==> config.mk <==
export PLATFORM = sky130hd
export DESIGN_NAME = preemptive_priority_scheduler
export DESIGN_NICKNAME = d
export VERILOG_FILES = /design/src/design/pps_pkg.sv /design/src/design/preemptive_priority_scheduler.sv /design/src/design/pps_ram.sv /design/src/design/pps_cmp.sv
export SDC_FILE = /design/constraint.sdc
export NUM_CORES = 1
export LEC_CHECK = 0
export BUFFER_PORTS_ARGS = -buffer_cell sky130_fd_sc_hd__buf_4
export CORE_ASPECT_RATIO = 1.75
export CORE_UTILIZATION = 62
export DETAILED_ROUTE_END_ITERATION = 10
export MAX_ROUTING_LAYER = met4
export PLACE_DENSITY = 0.86
export SYNTH_ARGS = -nofsm -noshare
export SYNTH_HDL_FRONTEND = slang
export SYNTH_SLANG_ARGS = --single-unit
==> constraint.sdc <==
create_clock -name clk -period 7.45 [get_ports clk]
set_clock_uncertainty 0.15 [all_clocks]
set_input_delay 0.3725 -clock clk [delete_from_list [all_inputs] [get_ports clk]]
set_output_delay 0.3725 -clock clk [all_outputs]
set_load 0.01 [all_outputs]
==> src/design/pps_pkg.sv <==
package pps_pkg;

  localparam int SLOT_FIELD_W = 4;
  localparam int TIME_FIELD_W = 16;
  localparam int BURST_W      = 16;
  localparam int PRIO_W       = 8;
  localparam int COUNT_W      = 5;

  localparam logic [COUNT_W-1:0] TASK_COUNT_RESET = 5'd1;

  typedef enum logic {
    CMD_LOAD = 1'b0,
    CMD_TICK = 1'b1
  } cmd_t;

  typedef struct packed {
    cmd_t                    cmd;
    logic [SLOT_FIELD_W-1:0] slot;
    logic [TIME_FIELD_W-1:0] arrival;
    logic [BURST_W-1:0]      burst;
    logic [PRIO_W-1:0]       prio;
  } in_item_t;

  typedef struct packed {
    logic [TIME_FIELD_W-1:0] tick_time;
    logic [SLOT_FIELD_W-1:0] running;
    logic                    idle;
    logic                    new_segment;
    logic                    finished;
    logic                    all_done;
  } out_item_t;

  typedef enum logic [1:0] {
    S_IDLE,
    S_SCAN,
    S_WB
  } state_t;

endpackage

==> src/design/preemptive_priority_scheduler.sv <==
// Preemptive priority scheduler, one slot examined per cycle by a shared comparator.
// Load transaction: written straight into the task RAM, no result.
// Tick transaction: the slot scan reads the counted slots through the task RAM read port,
//   then the write-back state registers the result; the next transaction is accepted back in idle.
// Reset (rst_n low, synchronous): clears valid/done flags, clock, last choice, sets
//   task_count to 1; task RAM contents stay undefined, no clearing pass.
module preemptive_priority_scheduler #(
  parameter int MAX_TASKS = 16,
  parameter int TIME_BITS = 16
) (
  input  logic                          clk,
  input  logic                          rst_n,
  input  logic                          in_valid,
  output logic                          in_stall,
  input  pps_pkg::in_item_t             in_data,
  output logic                          out_valid,
  input  logic                          out_stall,
  output pps_pkg::out_item_t            out_data,
  input  logic                          cfg_valid,
  output logic                          cfg_ready,
  input  logic [pps_pkg::COUNT_W-1:0]   cfg_data
);

  import pps_pkg::*;

  localparam int SLOT_W = $clog2(MAX_TASKS);
  localparam int CNT_W  = $clog2(MAX_TASKS + 1);
  localparam int REM_W  = BURST_W;
  localparam int ENT_W  = TIME_BITS + PRIO_W + REM_W;

  // control state
  state_t               state_r, state_nxt;
  logic [MAX_TASKS-1:0] done_r, done_nxt;
  logic [MAX_TASKS-1:0] loaded_r, loaded_nxt;
  logic [TIME_BITS-1:0] cur_time_r, cur_time_nxt;
  logic                 last_have_r, last_have_nxt;
  logic [SLOT_W-1:0]    last_slot_r, last_slot_nxt;
  logic [COUNT_W-1:0]   task_count_r, task_count_nxt;
  logic                 out_valid_r, out_valid_nxt;
  out_item_t            out_data_r, out_data_nxt;

  // scan state
  logic [CNT_W-1:0]     issue_r, issue_nxt;
  logic                 cand_v_r, cand_v_nxt;
  logic [SLOT_W-1:0]    cand_slot_r, cand_slot_nxt;
  logic                 have_r, have_nxt;
  logic [1:0]           nd_r, nd_nxt;
  logic [SLOT_W-1:0]    best_slot_r, best_slot_nxt;
  logic [TIME_BITS-1:0] best_arr_r, best_arr_nxt;
  logic [PRIO_W-1:0]    best_prio_r, best_prio_nxt;
  logic [REM_W-1:0]     best_rem_r, best_rem_nxt;

  // task RAM: {arrival, priority, remaining}
  logic                 ram_we;
  logic [SLOT_W-1:0]    ram_waddr;
  logic [ENT_W-1:0]     ram_wdata;
  logic                 ram_re;
  logic [ENT_W-1:0]     ram_rdata;

  logic [TIME_BITS-1:0] rd_arr;
  logic [PRIO_W-1:0]    rd_prio;
  logic [REM_W-1:0]     rd_rem;
  logic                 cand_arrived;
  logic                 cand_better;

  logic [CNT_W-1:0]                count_n;
  logic [SLOT_W+SLOT_FIELD_W-1:0]  slot_wide;
  logic [SLOT_W-1:0]               load_addr;
  logic                            load_ok;
  logic [TIME_BITS+TIME_FIELD_W-1:0] arr_wide;
  logic [TIME_BITS+TIME_FIELD_W-1:0] time_wide;
  logic [SLOT_W+SLOT_FIELD_W-1:0]  run_wide;
  logic [REM_W-1:0]                new_rem;
  logic                            fin;
  logic                            cand_done;

  pps_ram #(
    .WIDTH (ENT_W),
    .DEPTH (MAX_TASKS)
  ) u_ram (
    .clk   (clk),
    .we    (ram_we),
    .waddr (ram_waddr),
    .wdata (ram_wdata),
    .re    (ram_re),
    .raddr (issue_r[SLOT_W-1:0]),
    .rdata (ram_rdata)
  );

  // a slot never loaded reads remaining zero
  assign rd_arr  = ram_rdata[ENT_W-1 -: TIME_BITS];
  assign rd_prio = ram_rdata[REM_W +: PRIO_W];
  assign rd_rem  = loaded_r[cand_slot_r] ? ram_rdata[REM_W-1:0] : '0;

  pps_cmp #(
    .TIME_BITS (TIME_BITS)
  ) u_cmp (
    .cur_time  (cur_time_r),
    .cand_arr  (rd_arr),
    .cand_prio (rd_prio),
    .cand_rem  (rd_rem),
    .best_arr  (best_arr_r),
    .best_prio (best_prio_r),
    .best_rem  (best_rem_r),
    .arrived   (cand_arrived),
    .better    (cand_better)
  );

  // clamp the count register to the table size
  assign count_n = (32'(task_count_r) > MAX_TASKS) ? CNT_W'(MAX_TASKS)
                                                    : CNT_W'(task_count_r);

  assign slot_wide = (SLOT_W + SLOT_FIELD_W)'(in_data.slot);
  assign load_addr = slot_wide[SLOT_W-1:0];
  assign load_ok   = 32'(in_data.slot) < MAX_TASKS;
  assign arr_wide  = (TIME_BITS + TIME_FIELD_W)'(in_data.arrival);
  assign time_wide = (TIME_BITS + TIME_FIELD_W)'(cur_time_r);
  assign run_wide  = (SLOT_W + SLOT_FIELD_W)'(best_slot_r);

  // run the chosen task one unit; a zero count stays zero
  assign new_rem   = best_rem_r - REM_W'(best_rem_r != '0);
  assign fin       = have_r && (new_rem == '0);
  assign cand_done = done_r[cand_slot_r];

  // the block works on one transaction at a time; results sit in the output register
  assign in_stall  = (state_r != S_IDLE);
  assign out_valid = out_valid_r;
  assign out_data  = out_data_r;
  assign cfg_ready = 1'b1;

  always_ff @(posedge clk) begin
    if (!rst_n) begin
      state_r      <= S_IDLE;
      done_r       <= '0;
      loaded_r     <= '0;
      cur_time_r   <= '0;
      last_have_r  <= 1'b0;
      task_count_r <= TASK_COUNT_RESET;
      out_valid_r  <= 1'b0;
      issue_r      <= '0;
      cand_v_r     <= 1'b0;
      have_r       <= 1'b0;
      nd_r         <= '0;
    end else begin
      state_r      <= state_nxt;
      done_r       <= done_nxt;
      loaded_r     <= loaded_nxt;
      cur_time_r   <= cur_time_nxt;
      last_have_r  <= last_have_nxt;
      task_count_r <= task_count_nxt;
      out_valid_r  <= out_valid_nxt;
      issue_r      <= issue_nxt;
      cand_v_r     <= cand_v_nxt;
      have_r       <= have_nxt;
      nd_r         <= nd_nxt;
    end
  end

  // payload registers, no reset
  always_ff @(posedge clk) begin
    last_slot_r <= last_slot_nxt;
    out_data_r  <= out_data_nxt;
    cand_slot_r <= cand_slot_nxt;
    best_slot_r <= best_slot_nxt;
    best_arr_r  <= best_arr_nxt;
    best_prio_r <= best_prio_nxt;
    best_rem_r  <= best_rem_nxt;
  end

  always_comb begin
    state_nxt      = state_r;
    done_nxt       = done_r;
    loaded_nxt     = loaded_r;
    cur_time_nxt   = cur_time_r;
    last_have_nxt  = last_have_r;
    last_slot_nxt  = last_slot_r;
    task_count_nxt = task_count_r;
    out_data_nxt   = out_data_r;
    issue_nxt      = issue_r;
    cand_v_nxt     = cand_v_r;
    cand_slot_nxt  = cand_slot_r;
    have_nxt       = have_r;
    nd_nxt         = nd_r;
    best_slot_nxt  = best_slot_r;
    best_arr_nxt   = best_arr_r;
    best_prio_nxt  = best_prio_r;
    best_rem_nxt   = best_rem_r;
    ram_we         = 1'b0;
    ram_waddr      = best_slot_r;
    ram_wdata      = {best_arr_r, best_prio_r, new_rem};
    ram_re         = 1'b0;

    // drop the held result once the consumer takes it
    out_valid_nxt  = out_valid_r && out_stall;

    if (cfg_valid) begin
      task_count_nxt = cfg_data;
    end

    case (state_r)
      S_IDLE: begin
        if (in_valid) begin
          if (in_data.cmd == CMD_TICK) begin
            // start a fresh scan from slot zero
            issue_nxt  = '0;
            cand_v_nxt = 1'b0;
            have_nxt   = 1'b0;
            nd_nxt     = '0;
            state_nxt  = S_SCAN;
          end else if (load_ok) begin
            // load: write the whole entry, mark pending unless burst is zero
            ram_we                = 1'b1;
            ram_waddr             = load_addr;
            ram_wdata             = {arr_wide[TIME_BITS-1:0], in_data.prio, in_data.burst};
            loaded_nxt[load_addr] = 1'b1;
            done_nxt[load_addr]   = (in_data.burst == '0);
          end
        end
      end

      S_SCAN: begin
        // evaluate the entry read last cycle
        if (cand_v_r && !cand_done) begin
          if (nd_r != 2'd2) begin
            nd_nxt = nd_r + 2'd1;
          end
          if (cand_arrived && (!have_r || cand_better)) begin
            have_nxt      = 1'b1;
            best_slot_nxt = cand_slot_r;
            best_arr_nxt  = rd_arr;
            best_prio_nxt = rd_prio;
            best_rem_nxt  = rd_rem;
          end
        end
        // issue the next read, or close the scan
        if (issue_r < count_n) begin
          ram_re        = 1'b1;
          cand_v_nxt    = 1'b1;
          cand_slot_nxt = issue_r[SLOT_W-1:0];
          issue_nxt     = issue_r + CNT_W'(1);
        end else begin
          cand_v_nxt = 1'b0;
          state_nxt  = S_WB;
        end
      end

      S_WB: begin
        // hold until the output register is free
        if (!out_valid_r || !out_stall) begin
          if (have_r) begin
            ram_we = 1'b1;
            if (fin) begin
              done_nxt[best_slot_r] = 1'b1;
            end
          end
          out_valid_nxt            = 1'b1;
          out_data_nxt.tick_time   = time_wide[TIME_FIELD_W-1:0];
          out_data_nxt.running     = have_r ? run_wide[SLOT_FIELD_W-1:0] : '0;
          out_data_nxt.idle        = !have_r;
          out_data_nxt.new_segment = (have_r != last_have_r) ||
                                     (have_r && (best_slot_r != last_slot_r));
          out_data_nxt.finished    = fin;
          // all done: nothing pending, or the only pending slot just finished
          out_data_nxt.all_done    = (nd_r == 2'd0) || ((nd_r == 2'd1) && fin);
          last_have_nxt            = have_r;
          last_slot_nxt            = best_slot_r;
          cur_time_nxt             = cur_time_r + TIME_BITS'(1);
          state_nxt                = S_IDLE;
        end
      end

      default: begin
        state_nxt = S_IDLE;
      end
    endcase
  end

endmodule

==> src/design/pps_ram.sv <==
module pps_ram #(
  parameter int WIDTH = 40,
  parameter int DEPTH = 16
) (
  input  logic                     clk,
  input  logic                     we,
  input  logic [$clog2(DEPTH)-1:0] waddr,
  input  logic [WIDTH-1:0]         wdata,
  input  logic                     re,
  input  logic [$clog2(DEPTH)-1:0] raddr,
  output logic [WIDTH-1:0]         rdata
);

  logic [WIDTH-1:0] mem [DEPTH];

  always_ff @(posedge clk) begin
    if (we) begin
      mem[waddr] <= wdata;
    end
    if (re) begin
      rdata <= mem[raddr];
    end
  end

endmodule

==> src/design/pps_cmp.sv <==
module pps_cmp #(
  parameter int TIME_BITS = 16
) (
  input  logic [TIME_BITS-1:0]        cur_time,
  input  logic [TIME_BITS-1:0]        cand_arr,
  input  logic [pps_pkg::PRIO_W-1:0]  cand_prio,
  input  logic [pps_pkg::BURST_W-1:0] cand_rem,
  input  logic [TIME_BITS-1:0]        best_arr,
  input  logic [pps_pkg::PRIO_W-1:0]  best_prio,
  input  logic [pps_pkg::BURST_W-1:0] best_rem,
  output logic                        arrived,
  output logic                        better
);

  import pps_pkg::*;

  // priority first, then remaining time, then arrival: one lexicographic compare
  assign better  = {cand_prio, cand_rem, cand_arr} < {best_prio, best_rem, best_arr};
  assign arrived = cand_arr <= cur_time;

endmodule

# ---- Yosys cells after proc, flatten, opt, wreduce, memory -nomap -nowiden
# Memory sizes are Yosys's and may differ from the RTL's. A register that Yosys moved wholly into a read port is not among the register bits.
# Cells that the tools add are included.
dict set report classes {
  n_lt_le_gt_ge 9
  bitwise 3
  shift 0
  reduce_logical 34
  div_mod_pow 0
  mul 0
  eq_ne 17
  n_addsub 4
  mux 54
}
# operator n
set ops {}
lappend ops {{$mux 40} 3}
lappend ops {{$mux 16} 6}
lappend ops {{$lt 40x40->1} 1}
lappend ops {{$logic_not 16->1} 2}
lappend ops {{$or 16x16->16} 2}
lappend ops {{$pmux 16 s2} 1}
lappend ops {{$ne 2x2->1 const B} 12}
lappend ops {{$mux 5} 4}
lappend ops {{$mux 1} 18}
lappend ops {{$add 16x1->16 const B} 1}
lappend ops {{$bwmux 16} 1}
lappend ops {{$le 16x16->1} 1}
lappend ops {{$mux 2} 8}
lappend ops {{$reduce_bool 16->1} 1}
lappend ops {{$sub 16x1->16} 1}
lappend ops {{$lt 4x5->1 const B} 3}
lappend ops {{$mux 4} 3}
lappend ops {{$pmux 5 s2} 1}
lappend ops {{$reduce_and 5->1} 2}
lappend ops {{$reduce_and 3->1} 3}
lappend ops {{$bmux 1 s4} 2}
lappend ops {{$demux 1 s4} 2}
lappend ops {{$ge 4x1->1 const B} 2}
lappend ops {{$logic_and 1x1->1} 8}
lappend ops {{19 further kinds} 33}
dict set report totals {
  mem_count 1
  input_bits 55
  ff_bits 142
  latch_bits 0
  ramBits 640
  romBits 0
  output_inout_bits 27
}
# memory depth width read_ports rd_clocked_by_memory_dff write_ports line
set mem_list {}
lappend mem_list {u_ram.mem 16 40 1 1 1 pps_ram.sv:14} ;# logic [WIDTH-1:0] mem [DEPTH];

# ---- Logic depth before layout (Yosys ltp)
# Gate-level depths: netlist (run 1).
dict set report depth {
  word_depth 9
  ltp_mapped 15
  mapped_depth_nobuf 13
}

# ---- Hierarchy
# From an unflattened synthesis (run 1), not the netlist that was laid out.
dict set report hier_totals {
  cells_unflattened 1956
  hier_area_um2 34126.5
}
# module n_inst cells_each seq_area_each_um2 area_per_inst_um2
set by_module_without_submodules {}
lappend by_module_without_submodules {pps_ram 1 1040 20419.6 25532.0}
lappend by_module_without_submodules {preemptive_priority_scheduler 1 724 3603.5 7191.9}
lappend by_module_without_submodules {pps_cmp 1 192 0.0 1402.6}

# ---- Least setup slack after synthesis (run 1)
# Ideal clock, no wire load.
dict set report synth_path {
  path_kind {flip-flop to flip-flop}
  from {reg cand_slot_r[0]}
  to {reg best_arr_r[0], enable pin}
  required_time_ns 6.828
  setup_ns 0.472
  t_arrival_ns 5.534
  slack_ns 1.294
  stages_incl_launch_ff 13
  cell_sequence {edfxtp_1 -> clkbuf_1 -> mux4_2 -> mux4_2 -> clkbuf_1 -> and2_1 -> ha_1 -> a21oi_1 -> o21ai_0 -> o311ai_0 -> nand4_1 -> a21o_1 -> a31oi_1}
}
dict set report synth_between {
  elab_chain_cells 7
  word_cells_on_any_way 11
  classes_between {order compare: 1; mux: 5; reduce/logical: 5}
}
# element line
set synth_lines {}
lappend synth_lines {{from (decl)} preemptive_priority_scheduler.sv:45} ;# logic [SLOT_W-1:0] cand_slot_r, cand_slot_nxt;
lappend synth_lines {{from (signal assigned)} preemptive_priority_scheduler.sv:163} ;# cand_slot_r <= cand_slot_nxt;
lappend synth_lines {{$bmux 1 s4} preemptive_priority_scheduler.sv:93} ;# assign rd_rem = loaded_r[cand_slot_r] ? ram_rdata[REM_W-1:0] : '0;
lappend synth_lines {{$mux 1 (implied by the code)} preemptive_priority_scheduler.sv:93}
lappend synth_lines {{$mux 16} preemptive_priority_scheduler.sv:93}
lappend synth_lines {{net rd_rem[11]} preemptive_priority_scheduler.sv:62} ;# logic [REM_W-1:0] rd_rem;
lappend synth_lines {{$lt 40x40->1} pps_cmp.sv:18} ;# assign better = {cand_prio, cand_rem, cand_arr} < {best_prio, best_rem, best_arr};
lappend synth_lines {{$logic_or 1x1->1} preemptive_priority_scheduler.sv:227} ;# if (cand_arrived && (!have_r || cand_better)) begin
lappend synth_lines {{$logic_and 1x1->1} preemptive_priority_scheduler.sv:227}
lappend synth_lines {{$reduce_and 3->1 (no source line)} n/a}
lappend synth_lines {{to (signal assigned)} preemptive_priority_scheduler.sv:165} ;# best_arr_r <= best_arr_nxt;
lappend synth_lines {{to (decl)} preemptive_priority_scheduler.sv:49} ;# logic [TIME_BITS-1:0] best_arr_r, best_arr_nxt;
# The timed path passes the listed nets, and every way through them passes these cells. The select of a mux whose other input is x is not followed.
# A chain may end at the register's enable or synchronous reset.

# ---- Worst setup path in the final report (run 1)
dict set report layout_path {
  from {reg cand_slot_r[0]}
  to {reg best_arr_r[10], enable pin}
}
# Same word-level chain as after synthesis.

==> results of run 1 <==
-- power by group --
part	total [mW]	internal, mW	switching (mW)
logic	0.443	0.186	0.257
registers	5.13	5.09	0.0389
clock network	3.64	2.01	1.63
total	9.21	7.29	1.93
-- how the worst min path moves through the flow --
stage                         endpoint  depth (start not counted)           start  slack, ps
after global placement    out_data[14]                          0   cur_time_r[6]        260
final                         cand_v_r                          4        in_valid         40
after global routing        state_r[0]                          2           rst_n         80
after detailed placement  out_data[23]                          0  cur_time_r[15]        270
after CTS                     cand_v_r                          4        in_valid          4
after floorplan           out_data[14]                          0   cur_time_r[6]        260
-- synthesized netlist by cell type (2+ instances only) --
cell	n	area share, %
a21oi_1	51	0.77
a41oi_1	11	0.29
o21bai_1	2	0.045
mux4_2	210	14
a31oi_1	12	0.23
xnor2_1	29	0.76
dfxtp_1	66	4.0
nor2b_1	10	0.19
nand4_1	26	0.49
nor4_1	16	0.30
and3_1	13	0.24
clkbuf_1	63	0.71
buf_1	18	0.20
o21ai_0	54	0.81
nand2_1	79	0.89
and4_1	2	0.053
or4_1	6	0.14
or2_2	4	0.075
nor2_1	126	1.4
o21a_1	2	0.045
inv_1	64	0.72
and2_1	20	0.38
nor3b_1	3	0.068
ha_1	66	2.5
a21o_1	13	0.29
a32oi_1	3	0.079
mux2i_1	6	0.18
buf_6	2	0.068
nand3_1	20	0.30
nand2b_1	10	0.19
edfxtp_1	756	68
a211oi_1	2	0.045
nor3_1	23	0.35
xor2_1	2	0.053
o31ai_1	18	0.41
o211ai_1	2	0.045
-- cells by family after synthesis --
group           count (synthesis)  share of synthesized area (%)
compound gates                181                          3.332
xor+xnor                       31                         0.8143
fa+ha+maj                      66                          2.477
buf+inv                       150                          1.749
flops                         822                          72.05
mux                           216                          14.36
other cells                     1                        0.01125
simple gates                  363                          5.208
-- layer usage --
layer / up-vias / GRT usage (%) / part of all wire (%)
li1: 7578 / - / -
met1: 9449 / 38.84 / 33
met2: 1355 / 52.73 / 51
met3: 347 / 5.101 / 8.9
met4: 0 / 19.16 / 6.3
met5: - / - / 0
-- registers in the layout (all words and copies together), names as in the netlist, 4 cells and up --
name and flops:
u_ram.mem 640, u_ram.rdata 40, out_data 24, best_arr_r 16, best_rem_r 16, cur_time_r 16, done_r 16, loaded_r 16
best_prio_r 8, issue_r 5, task_count_r 5, best_slot_r 4, cand_slot_r 4, last_slot_r 4
-- layout make-up --
class | count | area [sq um]
clock buffers | 96 | 1943
clock inverters | 28 | 286.5
fillers | 3123 | 15920
inverters | 65 | 244.0
multi-input cells | 858 | 8890
flip-flops and latches | 822 | 24040
well taps | 684 | 855.8
repair buffers | 138 | 1079
-- critical path, delay by kind of cell (launching register included) --
family | cells | cell delay [ps]
compound gates | 5 | 1870
mux | 2 | 1250
flops | 1 | 690
simple gates | 2 | 430
buf+inv | 1 | 400
fa+ha+maj | 1 | 320
-- through the flow --
step                power (mW)  area [sq um]
finish                   9.212         37340
global route             9.419         37340
CTS                      9.230         37330
detailed placement       5.648         34960
global placement         5.627         34960
floorplan                5.491         33340
==> flow_metrics.tcl, run 1 <==
set metrics [dict create \
    avgSynthCellArea_sq_um 18.22 \
    die_x_microns 177.3 \
    postCtsSetupBuffers 0 \
    cts_resized 0 \
    synth_fp_nets 1951 \
    async_flop_share_pct 0 \
    drc 0 \
    path_clk_slew_ps 70 \
    fp.dieH_microns 308.8 \
    cts_made_buffers 69 \
    wl_per_cell_microns 31.06 \
    dpl_worst_slack_ps 2103 \
    netlist_area_sq_um 33340 \
    cp_slowest_cell "a31oi_4" \
    globalRouteTotalUtil_pct 32.58 \
    powerDensity_nw_per_um2 246.7 \
    finalNonFillerCells 2691 \
    r2r-start "cand_slot_r[0]" \
    ctsHoldBuffers 14 \
    cpMostUsedCell "mux4_2" \
    tns_ps 0 \
    ant_nets 0 \
    clock_sinks 822 \
    drtIter0Drc 2710 \
    critPathArrivalTime_ps 5600 \
    vdd_drop_max_mv 0.2224 \
    cp-end-kind "flop" \
    gp_congestion 0.9502 \
    min_path_type "in -> reg" \
    p_leak_nw 11.98 \
    slowest_delay_ps 970 \
    rr_worst_depth 11 \
    setup_ws_ps 2007 \
    dr.pass1.iters 7 \
    r2r_slack_ps 2010 \
    dp.cells 2551 \
    worst_setup_path_start_kind "flop" \
    core_sq_um 53250 \
    port_buffers 80 \
    cts_tree "done" \
    routed_wl_microns 83580 \
    crit_path_end "best_arr_r[10]" \
    grt_start_max_net_pins 103 \
    grt-ovfl-total 0 \
    area_growth_pct 11.97 \
    regToRegEndpoint "best_arr_r[10]" \
    fp-row-count 112 \
    grt_pass1_wl_microns 122300 \
    drive_above_1_share_pct 23.17 \
    ys_warn_count 0 \
    layout_commonest_cell "edfxtp_1" \
    cp_max_fo 31 \
    hold_viol 0 \
    via_per_inst 6.960 \
    ys_ff_latch 822 \
    slew_viol_final 0 \
    synth_cells 1830 \
    slew_headroom_pct 4.384 \
    max_freq_ghz 0.1837 \
    die_area_sq_um 54750 \
    fin_crit_ps 5443 \
    vias 18730 \
    diodes 0 \
    cp_cell_sequence "mux4_2, mux4_2, and2_1, ha_1, a21oi_1, o21ai_0, o311ai_0, nand4_1, a21o_1, a31oi_4, buf_4" \
    worst_pin_slew_ps 1419 \
    crit_path_start "cand_slot_r[0]" \
    root_buffer "clkbuf_16" \
    post-route-period-util_pct 73.06 \
    synth-main-ff-cell "edfxtp_1" \
    synth_cell_types 56 \
    final_cell_mix "edfxtp_1 (756), mux4_2 (210), buf_4 (121)" \
    status "finished clean" \
    fin_nets 2075 \
    initial_core_util_pct 62.62 \
    path_class "reg -> reg" \
    place_hpwl_microns 45020 \
    crit_required_ps 7610 \
    antenna_found_initial 0 \
    ys_seq_area_share_pct 72.05 \
    final_util_pct 70.11 \
    ios 82 \
    synth-edff-count 756 \
    hold_ws_ps 40.52 \
    htreeDepth 3 \
    grt_pass1_vias 19300 \
    maxCapViolCount 0 \
    rsz0062_at_grt "no" \
    cts_buffer_depth 3 \
    setup_viol 0 \
    insertion_delay_ps 620 \
]
Note: power is estimated with default switching activity, not from simulation.
==> run 2, diff against run 1 <==
clock period = 5.1 ns   (was 7.45 ns; I/O delays follow)
==> flow_metrics.tcl, run 2 (synthesized netlist as in run 1, its figures left out) <==
set metrics [dict create \
    dpl_worst_slack_ps 342.1 \
    drtIter0Drc 2285 \
    combPwrFrac_pct 4.9 \
    port_buffers 80 \
    path_class "reg -> reg" \
    intPower_mw 10.68 \
    crit_required_ps 5450 \
    cp-end-kind "flop" \
    min_from "in_data[2]" \
    grt_pass1_vias 18830 \
    setup_viol 0 \
    max_freq_ghz 0.2075 \
    power_frac_seq_pct 55.7 \
    cp_max_fo 17 \
    layout_commonest_cell "edfxtp_1" \
    final_util_pct 70.42 \
    antenna_found_initial 0 \
    hold_viol 0 \
    worst_pin_slew_ps 1257 \
    post-route-period-util_pct 94.51 \
    cts_resized 0 \
    fp-row-count 112 \
    routed_wl_microns 86160 \
    worstHoldPathCells 4 \
    slowest_delay_ps 650 \
    setup_ws_ps 279.8 \
    insertion_delay_ps 610 \
    cts_tree "done" \
    die_x_microns 177.3 \
    hold_end "u_ram.mem[6][18]" \
    cts_made_buffers 69 \
    swShare_pct 20.67 \
    cp_cell_sequence "or4_1, nand3b_1, nor3_1, nand4_1, ha_1, ha_1, nor3b_1, nand2_1, xnor2_1, nand4_1, or4_4, a221o_2, o31ai_1" \
    r2r-start "best_rem_r[6]" \
    grt_start_max_net_pins 165 \
    cts_buffer_depth 3 \
    min_path_type "in -> reg" \
    p_leak_nw 12.06 \
    maxCapViolCount 0 \
    grt-ovfl-total 0 \
    wl_per_cell_microns 31.89 \
    gp_congestion 1.041 \
    rsz0062_at_grt "no" \
    ios 82 \
    clock_sinks 822 \
    path_clk_slew_ps 70 \
    critPathArrivalTime_ps 5170 \
    slew_headroom_pct 15.61 \
    largest_reg_flops 640 \
    htreeDepth 3 \
    path_delay_family "simple AND/OR/NAND/NOR gates" \
    root_buffer "clkbuf_16" \
    slew_viol_final 0 \
    top_register "u_ram.mem" \
    hold_ws_ps 14.97 \
    grt_pass1_wl_microns 124300 \
    drive_above_1_share_pct 23.35 \
    power_mw 13.47 \
    area_growth_pct 12.45 \
    fin_crit_ps 4820 \
    via_per_inst 6.877 \
    fp.dieH_microns 308.8 \
    initial_core_util_pct 62.62 \
    worst_setup_path_start_kind "flop" \
    core_sq_um 53250 \
    nFillCells 3221 \
    dr.pass1.iters 7 \
    place_hpwl_microns 48580 \
    die_area_sq_um 54750 \
    fin_nets 2088 \
    drc 0 \
    clockPowerShare_pct 39.4 \
    powerDensity_nw_per_um2 359.2 \
    globalRouteTotalUtil_pct 33.64 \
    ant_nets 0 \
    regToRegEndpoint "done_r[13]" \
    final_cell_mix "edfxtp_1 (756), mux4_2 (210), buf_4 (124)" \
    dp.cells 2559 \
    path_buf_inv 0 \
    vias 18580 \
    rr_worst_depth 13 \
    cp_slowest_cell "or4_4" \
    status "finished clean" \
    finalNonFillerCells 2702 \
    vdd_drop_max_mv 0.2962 \
    p_sw_mw 2.784 \
    r2r_slack_ps 280 \
]
run 2: metrics by stage:
stage	instance area [sq um]	setup TNS, ps
2_1_floorplan	33370	-79370
3_3_place_gp	35080	0
3_5_place_dp	35080	0
4_1_cts	37460	0
5_1_grt	37490	0
6_report	37500	0
run 2: worst max path at each step:
| stage | endpoint | from | slack, ps | cells after the start |
|---|---|---|---|---|
| after floorplan | u_ram.mem[1][0] | state_r[0] | -200 | 6 |
| after global placement | done_r[10] | best_rem_r[6] | 490 | 13 |
| after detailed placement | done_r[13] | best_rem_r[6] | 340 | 13 |
| after CTS | done_r[13] | best_rem_r[6] | 340 | 13 |
| after global routing | done_r[14] | best_rem_r[7] | 80 | 13 |
| final | done_r[13] | best_rem_r[6] | 280 | 13 |
run 2: layout make-up:
type / instances / area (sq um) / share of cell area (%)
Sequential cell: 822 / 24040 / 64.10
Multi-Input combinational cell: 858 / 8890 / 23.71
Clock buffer: 83 / 1789 / 4.772
Timing Repair Buffer: 151 / 1251 / 3.337
Tap cell: 684 / 855.8 / 2.282
Clock inverter: 38 / 429.2 / 1.145
Inverter: 65 / 244.0 / 0.6507
Antenna cell: 1 / 2.502 / 0.006674
run 2: power by group through the flow:
stage	clock network [mW]	registers (mW)	logic, mW
floorplan	0	7.60	0.422
global placement	0	7.64	0.605
detailed placement	0	7.65	0.629
CTS	5.37	7.50	0.652
global route	5.58	7.50	0.696
finish	5.31	7.50	0.657
run 2: what timing repair did:
| action | in CTS | in global routing |
|---|---|---|
| buffers inserted | 0 | 0 |
| hold buffers | 17 | 2 |
| endpoints found under the hold margin | 18 | 7 |
| endpoints found under the setup margin | 0 | 0 |
run 2: worst register-to-register path: stages (launching register included):
cell and delay [ps]:
edfxtp_1 440, or4_1 620, nand3b_1 280, nor3_1 190, nand4_1 120, ha_1 300, ha_1 280, nor3b_1 210
nand2_1 220, xnor2_1 210, nand4_1 130, or4_4 650, a221o_2 610, o31ai_1 310
run 2: layer usage:
layer / vias to the layer above / GRT usage [%] / routed length (microns)
li1: 7607 / - / -
met1: 9487 / 40.12 / 29470
met2: 1211 / 54.81 / 44000
met3: 278 / 5.334 / 7343
met4: 0 / 18.86 / 5353
met5: - / - / 0
